`config.mk`:
```
export PLATFORM = sky130hd
export DESIGN_NAME = gsuf_ctrl
export DESIGN_NICKNAME = d
export VERILOG_FILES = /design/src/rtl/gsuf_pkg.sv /design/src/rtl/gsuf_ctrl.sv
export VERILOG_INCLUDE_DIRS = /design/src /design/src/rtl
export SDC_FILE = /design/constraint.sdc
export NUM_CORES = 1
export LEC_CHECK = 0
export ABC_AREA = 1
export BUFFER_PORTS_ARGS = -buffer_cell sky130_fd_sc_hd__buf_2
export CORE_AREA = 2 2 39 41
export CTS_BUF_LIST = sky130_fd_sc_hd__clkbuf_16
export CTS_CLUSTER_SIZE = 8
export DETAILED_ROUTE_END_ITERATION = 7
export DIE_AREA = 0 0 41 43
export GPL_TIMING_DRIVEN = 0
export PLACE_DENSITY = 0.72
export SYNTH_ARGS = -nofsm -noshare
export SYNTH_HDL_FRONTEND = slang
export SYNTH_SLANG_ARGS = --single-unit
export TNS_END_PERCENT = 10
```
`constraint.sdc`:
```
create_clock -name clk -period 2.1 [get_ports clk]
set_input_delay 0.21 -clock clk [delete_from_list [all_inputs] [get_ports clk]]
set_output_delay 0.21 -clock clk [all_outputs]
set_load 0.02 [all_outputs]
```
`src/rtl/assert_macros.svh`:
```
`ifndef ASSERT_MACROS_SVH
`define ASSERT_MACROS_SVH
// Shared assertion forms for the segmentation engine.
`define ASSERT_IMPL(label, clk, rst_n, ante, cons, msg) \
	label: assert property (@(posedge clk) disable iff (!rst_n) (ante) |-> (cons)) \
		else $error(msg);
`define ASSERT_NEXT(label, clk, rst_n, ante, cons, msg) \
	label: assert property (@(posedge clk) disable iff (!rst_n) (ante) |=> (cons)) \
		else $error(msg);
`endif

```
`src/rtl/gsuf_pkg.sv`:
```
`timescale 1ns / 1ps
package gsuf_pkg;
	localparam int VERTEX_COUNT = 4096;
	localparam logic [15:0] SCALE_K_RESET = 16'd300;
	localparam int FRAC_BITS = 7;
	localparam logic [12:0] SIZE_MAX = 13'd8191;
	localparam logic [3:0] RANK_MAX = 4'd15;
	localparam logic OP_MERGE = 1'b0;
	localparam logic OP_QUERY = 1'b1;

	// Datapath operations issued by the controller.
	typedef enum logic [3:0] {
		CMD_NONE,
		CMD_CLEAR,
		CMD_LOAD,
		CMD_RD_WALK,
		CMD_STEP_WALK,
		CMD_COMP_START,
		CMD_COMP_STEP,
		CMD_RD_ROOT,
		CMD_ROOTS,
		CMD_DIV_START,
		CMD_DIV_STEP,
		CMD_DIV_DONE,
		CMD_JOIN,
		CMD_RESULT
	} cmd_t;

	typedef struct packed {
		cmd_t cmd;
		logic sel_b;
	} ctrl_t;

	typedef struct packed {
		logic clear_last;
		logic walk_done;
		logic comp_done;
		logic div_done;
		logic same_root;
		logic div_second;
		logic is_query;
	} stat_t;
endpackage

```
`src/rtl/gsuf_ctrl.sv`:
```
`timescale 1ns / 1ps
module gsuf_ctrl import gsuf_pkg::*; (
	input  logic  clk,
	input  logic  arst_n,
	input  stat_t stat,
	output ctrl_t ctrl,
	input  logic  in_valid,
	output logic  in_ready,
	output logic  out_valid,
	input  logic  out_ready
);
	`include "assert_macros.svh"

	typedef enum logic [3:0] {
		S_CLEAR, S_IDLE, S_RD, S_WALK, S_CSTART, S_COMP, S_RDROOT, S_ROOTS,
		S_DSTART, S_DIV, S_DDONE, S_JOIN, S_WB1, S_WB2, S_OUT
	} state_t;

	state_t state_q;
	logic sel_q, outv_q;

	always_ff @(posedge clk or negedge arst_n) begin
		if (!arst_n) begin
			state_q <= S_CLEAR;
			sel_q <= 1'b0;
			outv_q <= 1'b0;
		end else begin
			case (state_q)
				S_CLEAR: if (stat.clear_last) state_q <= S_IDLE;
				S_IDLE: if (in_valid) begin
					sel_q <= 1'b0;
					state_q <= S_RD;
				end
				S_RD: state_q <= S_WALK;
				S_WALK: if (stat.walk_done) state_q <= S_CSTART;
				S_CSTART: state_q <= S_COMP;
				S_COMP: if (stat.comp_done) begin
					if (!sel_q && !stat.is_query) begin
						sel_q <= 1'b1;
						state_q <= S_RD;
					end else begin
						state_q <= S_RDROOT;
					end
				end
				S_RDROOT: state_q <= S_ROOTS;
				S_ROOTS: state_q <= (stat.is_query || stat.same_root) ? S_OUT : S_DSTART;
				S_DSTART: state_q <= S_DIV;
				S_DIV: if (stat.div_done) state_q <= S_DDONE;
				S_DDONE: state_q <= stat.div_second ? S_JOIN : S_DSTART;
				S_JOIN: state_q <= S_WB1;
				S_WB1: state_q <= S_WB2;
				S_WB2: state_q <= S_OUT;
				S_OUT: begin
					outv_q <= 1'b1;
					if (outv_q && out_ready) begin
						outv_q <= 1'b0;
						state_q <= S_IDLE;
					end
				end
				default: state_q <= S_IDLE;
			endcase
		end
	end

	always_comb begin
		ctrl.sel_b = sel_q;
		ctrl.cmd = CMD_NONE;
		case (state_q)
			S_CLEAR: ctrl.cmd = CMD_CLEAR;
			S_IDLE: ctrl.cmd = in_valid ? CMD_LOAD : CMD_NONE;
			S_RD: ctrl.cmd = CMD_RD_WALK;
			S_WALK: ctrl.cmd = stat.walk_done ? CMD_COMP_START : CMD_STEP_WALK;
			S_COMP: ctrl.cmd = stat.comp_done ? CMD_NONE : CMD_COMP_STEP;
			S_RDROOT: ctrl.cmd = CMD_RD_ROOT;
			S_ROOTS: ctrl.cmd = CMD_ROOTS;
			S_DSTART: ctrl.cmd = CMD_DIV_START;
			S_DIV: ctrl.cmd = CMD_DIV_STEP;
			S_DDONE: ctrl.cmd = CMD_DIV_DONE;
			S_JOIN: ctrl.cmd = CMD_JOIN;
			S_OUT: ctrl.cmd = CMD_RESULT;
			default: ctrl.cmd = CMD_NONE;
		endcase
		// The second division works on the root of vertex_b.
		if (state_q == S_DSTART) ctrl.sel_b = stat.div_second;
	end

	assign in_ready = (state_q == S_IDLE);
	assign out_valid = outv_q;

	`ASSERT_IMPL(a_no_accept_busy, clk, arst_n, out_valid, !in_ready, "input taken while result waits")
	`ASSERT_NEXT(a_out_hold, clk, arst_n, out_valid && !out_ready, out_valid, "result dropped")
	`ASSERT_NEXT(a_load_walk, clk, arst_n, in_valid && in_ready, state_q == S_RD, "load did not start walk")
endmodule

```
**Word level (Yosys, flattened, before mapping)**

Cells that the tools add are included.
Widths: inputs -> output; s select.

- Register bits after elaboration: 6

- Eq/ne operators: 21
- Mux-type cells: 20
- Reductions and logical operators: 9

Operators by type and width:

| kind | number |
|---|---|
| $pmux 4 s15 | 1 |
| $pmux 4 s12 | 1 |
| $eq 4x4->1 const B | 7 |
| $mux 4 | 6 |
| $eq 4x3->1 const B | 4 |
| $ne 2x2->1 const B | 7 |
| $mux 3 | 3 |
| $eq 4x2->1 const B | 2 |
| $mux 1 | 6 |
| $reduce_and 6->1 | 1 |
| $eq 4x1->1 const B | 1 |
| $logic_not 4->1 | 1 |
| $mux 2 | 2 |
| $reduce_and 4->1 | 1 |
| $logic_and 1x1->1 | 2 |
| $logic_not 1->1 | 2 |
| $pmux 1 s2 | 1 |
| $reduce_bool 2->1 | 1 |
| $logic_or 1x1->1 | 1 |

**Depth between registers and ports, before layout**

- Depth in word-level cells: 5
- Depth in mapped cells: 10

**Worst setup path after synthesis**

No wires, ideal clock.

- Path type: register -> output
- Start: register state_q[2]
- End: output ctrl[1] (netlist name)
- Arrival time: 1412 ps
- Data required time: 1890 ps
- Path slack: 478 ps
- Cell stages (with the launch flop): 7
- Buffers on the path: 1
- Cell sequence: dfrtp_1 -> buf_4 -> nor2_2 -> inv_1 -> nor2_1 -> inv_1 -> o21ai_0

RTL lines:

| item | line | source |
|---|---|---|
| start, declared | gsuf_ctrl.sv:19 | `state_t state_q;` |
| start signal, assigned | gsuf_ctrl.sv:46 | `S_ROOTS: state_q <= (stat.is_query \|\| stat.same_root) ? S_OUT : S_DSTART;` |
| start signal, assigned | gsuf_ctrl.sv:49 | `S_DDONE: state_q <= stat.div_second ? S_JOIN : S_DSTART;` |
| end, declared | gsuf_ctrl.sv:6 | `output ctrl_t ctrl,` |

==> results.py <==
metrics = {
    "synth": {
        "synthArstFlopShare_pct": 100.0,
        "synth-edff-count": 0,
        "synthSimpleGateAreaFrac_pct": 53.42,
        "synth_area_um2": 658.1,
        "synth_ff_type": "dfrtp_1",
        "synthesis.nets": 119,
        "seq_area_frac_synth_pct": 22.81,
        "syn_avg_cell_area_um2": 6.094,
        "ys_types": 24,
        "ys_warn_count": 0,
        "synth_top_family_by_area": "simple AND/OR/NAND/NOR gates",
        "synth_xor_area_share_pct": 0,
        "synth_compound_area_share_pct": 10.08,
        "syn_inst": 108,
        "synthAdderAreaFrac_pct": 0,
        "synth_mux_area_share_pct": 0,
        "ys_ff_latch": 6,
    },
    "place": {
        "gp_congestion": 0.9201,
        "placedCellCount": 141,
        "pre_cts_ws_ps": 540.4,
        "dp_hpwl_mm": 1.303,
        "port_buffers": 17,
    },
    "flow_run": {
        "drv_cap": 0,
    },
    "sta": {
        "fin_skew_ps": 1.558,
        "min_period_ps": 1839,
        "setup_violations": 0,
        "final_max_slew_viol_count": 0,
        "tns_ps": 0,
        "min_period_over_period_pct": 87.56,
        "setup_ws_ps": 261.2,
        "rsz0062_at_grt": "false",
        "maxSlewHeadroom_pct": 75.08,
        "timing.fmax_ghz": 0.5438,
        "finalHoldViolations": 0,
        "tightest_slew_ps": 372.4,
    },
    "global_routing": {
        "grt_pass1_vias": 688,
        "grt_max_degree": 9,
        "grt_overflow": 0,
        "antenna_found_initial": 0,
        "grt_pass1_wl_mm": 2.780,
        "track_usage_pct": 23.74,
    },
    "layout": {
        "layout.cells.most_common_list": "nand2_1 (32), inv_1 (17), buf_2 (17)",
        "finalNonFillerCells": 145,
        "drive_above_1_share_pct": 29.46,
        "layout_commonest_cell": "nand2_1",
        "area_growth_pct": 28.90,
        "nNetsFinal": 142,
        "seq_area_um2": 150.1,
        "diodes": 0,
        "fin_util_pct": 61.30,
        "nFillCells": 144,
        "multi_input_area_um2": 417.9,
    },
    "power": {
        "p_leak_uw": 0.0005034,
        "max-vdd-ir-drop_uv": 743.5,
        "p_per_area_nw_per_um2": 1715,
    },
    "setup_path": {
        "cp_cell_sequence": "buf_4, nor2_2, inv_1, nor2_1, inv_1, o21ai_0, buf_2",
        "worstPathMaxFanout": 8,
        "slowest_stage": "dfrtp_1",
        "start_kind": "flop",
        "crit_required_ps": 1890,
        "crit_top_cell": "inv_1",
        "r2r.worst_path.cells": 8,
        "worst-setup-path-type": "flop to output port",
        "reg2reg_to": "state_q[1]$_DFFE_PN0P_",
        "reg2reg_from": "state_q[0]$_DFFE_PN0P_",
        "end_kind": "output port",
        "r2r_setup_slack_ps": 670,
        "cp.arrival_ps": 1630,
        "slowest_delay_ps": 360,
    },
    "cts": {
        "post_cts_buffers": 0,
        "clockRootBuffer": "clkbuf_16",
        "cts_sinks": 6,
        "clk_latency_ps": 230,
        "cts_buffers": 3,
        "htreeDepth": 1,
        "tritoncts": "yes",
        "clockBufferDepth": 2,
        "path_clk_slew_ps": 30,
    },
    "floorplanning": {
        "dieHeight_um": 43,
        "io_pins": 18,
        "core-area_um2": 1384,
        "initial_utilization_pct": 47.56,
        "die_area_um2": 1763,
        "die_w_um": 41,
        "rows": 14,
    },
    "detailed_routing": {
        "drtIter0Drc": 25,
        "wl_mm": 1.620,
        "drc": 0,
        "vias_per_cell": 5.083,
        "avgRoutedWirePerCell_um": 11.17,
        "vias": 737,
        "drt_first_pass_iters": 4,
        "antenna_left": 0,
    },
    "min_path": {
        "hold_end": "sel_q$_DFFE_PN0P_",
        "min_from": "in_valid",
        "whs_path_depth": 3,
        "hp-class": "primary input to flop",
    },
    "outcome": {
        "run_status": "finished, final reports clean",
    },
}
cells in the mapped netlist (2+ instances only):
| cell type | number | share of area (%) |
|---|---|---|
| nor2_4 | 2 | 3.4 |
| nand4_1 | 3 | 2.9 |
| nand2_2 | 2 | 1.9 |
| o21ai_0 | 4 | 3.0 |
| inv_2 | 4 | 2.3 |
| dfrtp_1 | 6 | 23 |
| nor2_2 | 3 | 2.9 |
| nor2_1 | 10 | 5.7 |
| a21oi_1 | 3 | 2.3 |
| inv_1 | 17 | 9.7 |
| nand3_1 | 10 | 7.6 |
| nand2_1 | 32 | 18 |
area by class of cell:
cell class	count	share of cell area, %
repair buffers	18	11.21
flip-flops and latches	6	17.70
inverters	22	9.735
plain buffers	1	0.8850
well taps	16	2.360
multi-input cells	79	49.26
clock buffers	3	8.850
report_power, final:
part	total, uW	switching, uW	internal [uW]	leakage (uW)
Clock	303	59.1	244	0.0000370
Sequential	250	76.8	174	0.0000717
Combinational	901	600	302	0.000395
Total	1450	736	719	0.000503
routing by layer:
| metal | part of all wire (%) | up-vias | wire length [um] | track usage (%) |
|---|---|---|---|---|
| met1 | 45 | 329 | 734 | 27.87 |
| met4 | 0.99 | 0 | 16 | 8.667 |
| met2 | 47 | 26 | 763 | 36.25 |
| li1 | - | 380 | - | - |
| met5 | 0 | - | 0 | 0 |
| met3 | 6.5 | 2 | 105 | 10.99 |
critical path: cells and delay by family (launching register included):
kind / cells / cell delay, ps
buffers and inverters: 4 / 490
AO/OA/AOI/OAI: 1 / 140
flip-flops: 1 / 360
AND/OR/NAND/NOR: 2 / 420
how the worst max path moves through the flow:
stage / from / to / slack (ps) / depth (start not counted)
finish: state_q[2]$_DFFE_PN0P_ / ctrl[1] / 260 / 7
global route: state_q[2]$_DFFE_PN0P_ / ctrl[1] / 120 / 7
CTS: state_q[2]$_DFFE_PN0P_ / ctrl[1] / 280 / 7
detailed placement: state_q[2]$_DFFE_PN0P_ / ctrl[1] / 540 / 7
global placement: state_q[2]$_DFFE_PN0P_ / ctrl[1] / 550 / 7
floorplan: state_q[2]$_DFFE_PN0P_ / ctrl[1] / 480 / 6
registers in the layout (all words and copies together), names as in the netlist:
| signal | flops |
|---|---|
| out_valid | 1 |
| sel_q | 1 |
| state_q | 4 |
per-stage QoR:
step / hold slack, ps / instance area [um2] / total power, uW
final: 290.8 / 848.3 / 1455
after global routing: 318.8 / 848.3 / 1589
after CTS: 292.0 / 848.3 / 1459
after detailed placement: 42.37 / 763.2 / 1143
after global placement: 39.04 / 763.2 / 1127
after floorplan: -85.59 / 658.1 / 917.4
logic make-up after synthesis:
kind of cell,count (synthesis)
compound gates,11
buf+inv,23
flops,6
simple gates,68
timing repair:
action	4_1_cts	5_1_grt
resized for setup	0	0
hold buffers	1	0
hold endpoints to repair	6	0
No activity file was read; power rests on OpenSTA's default activity.
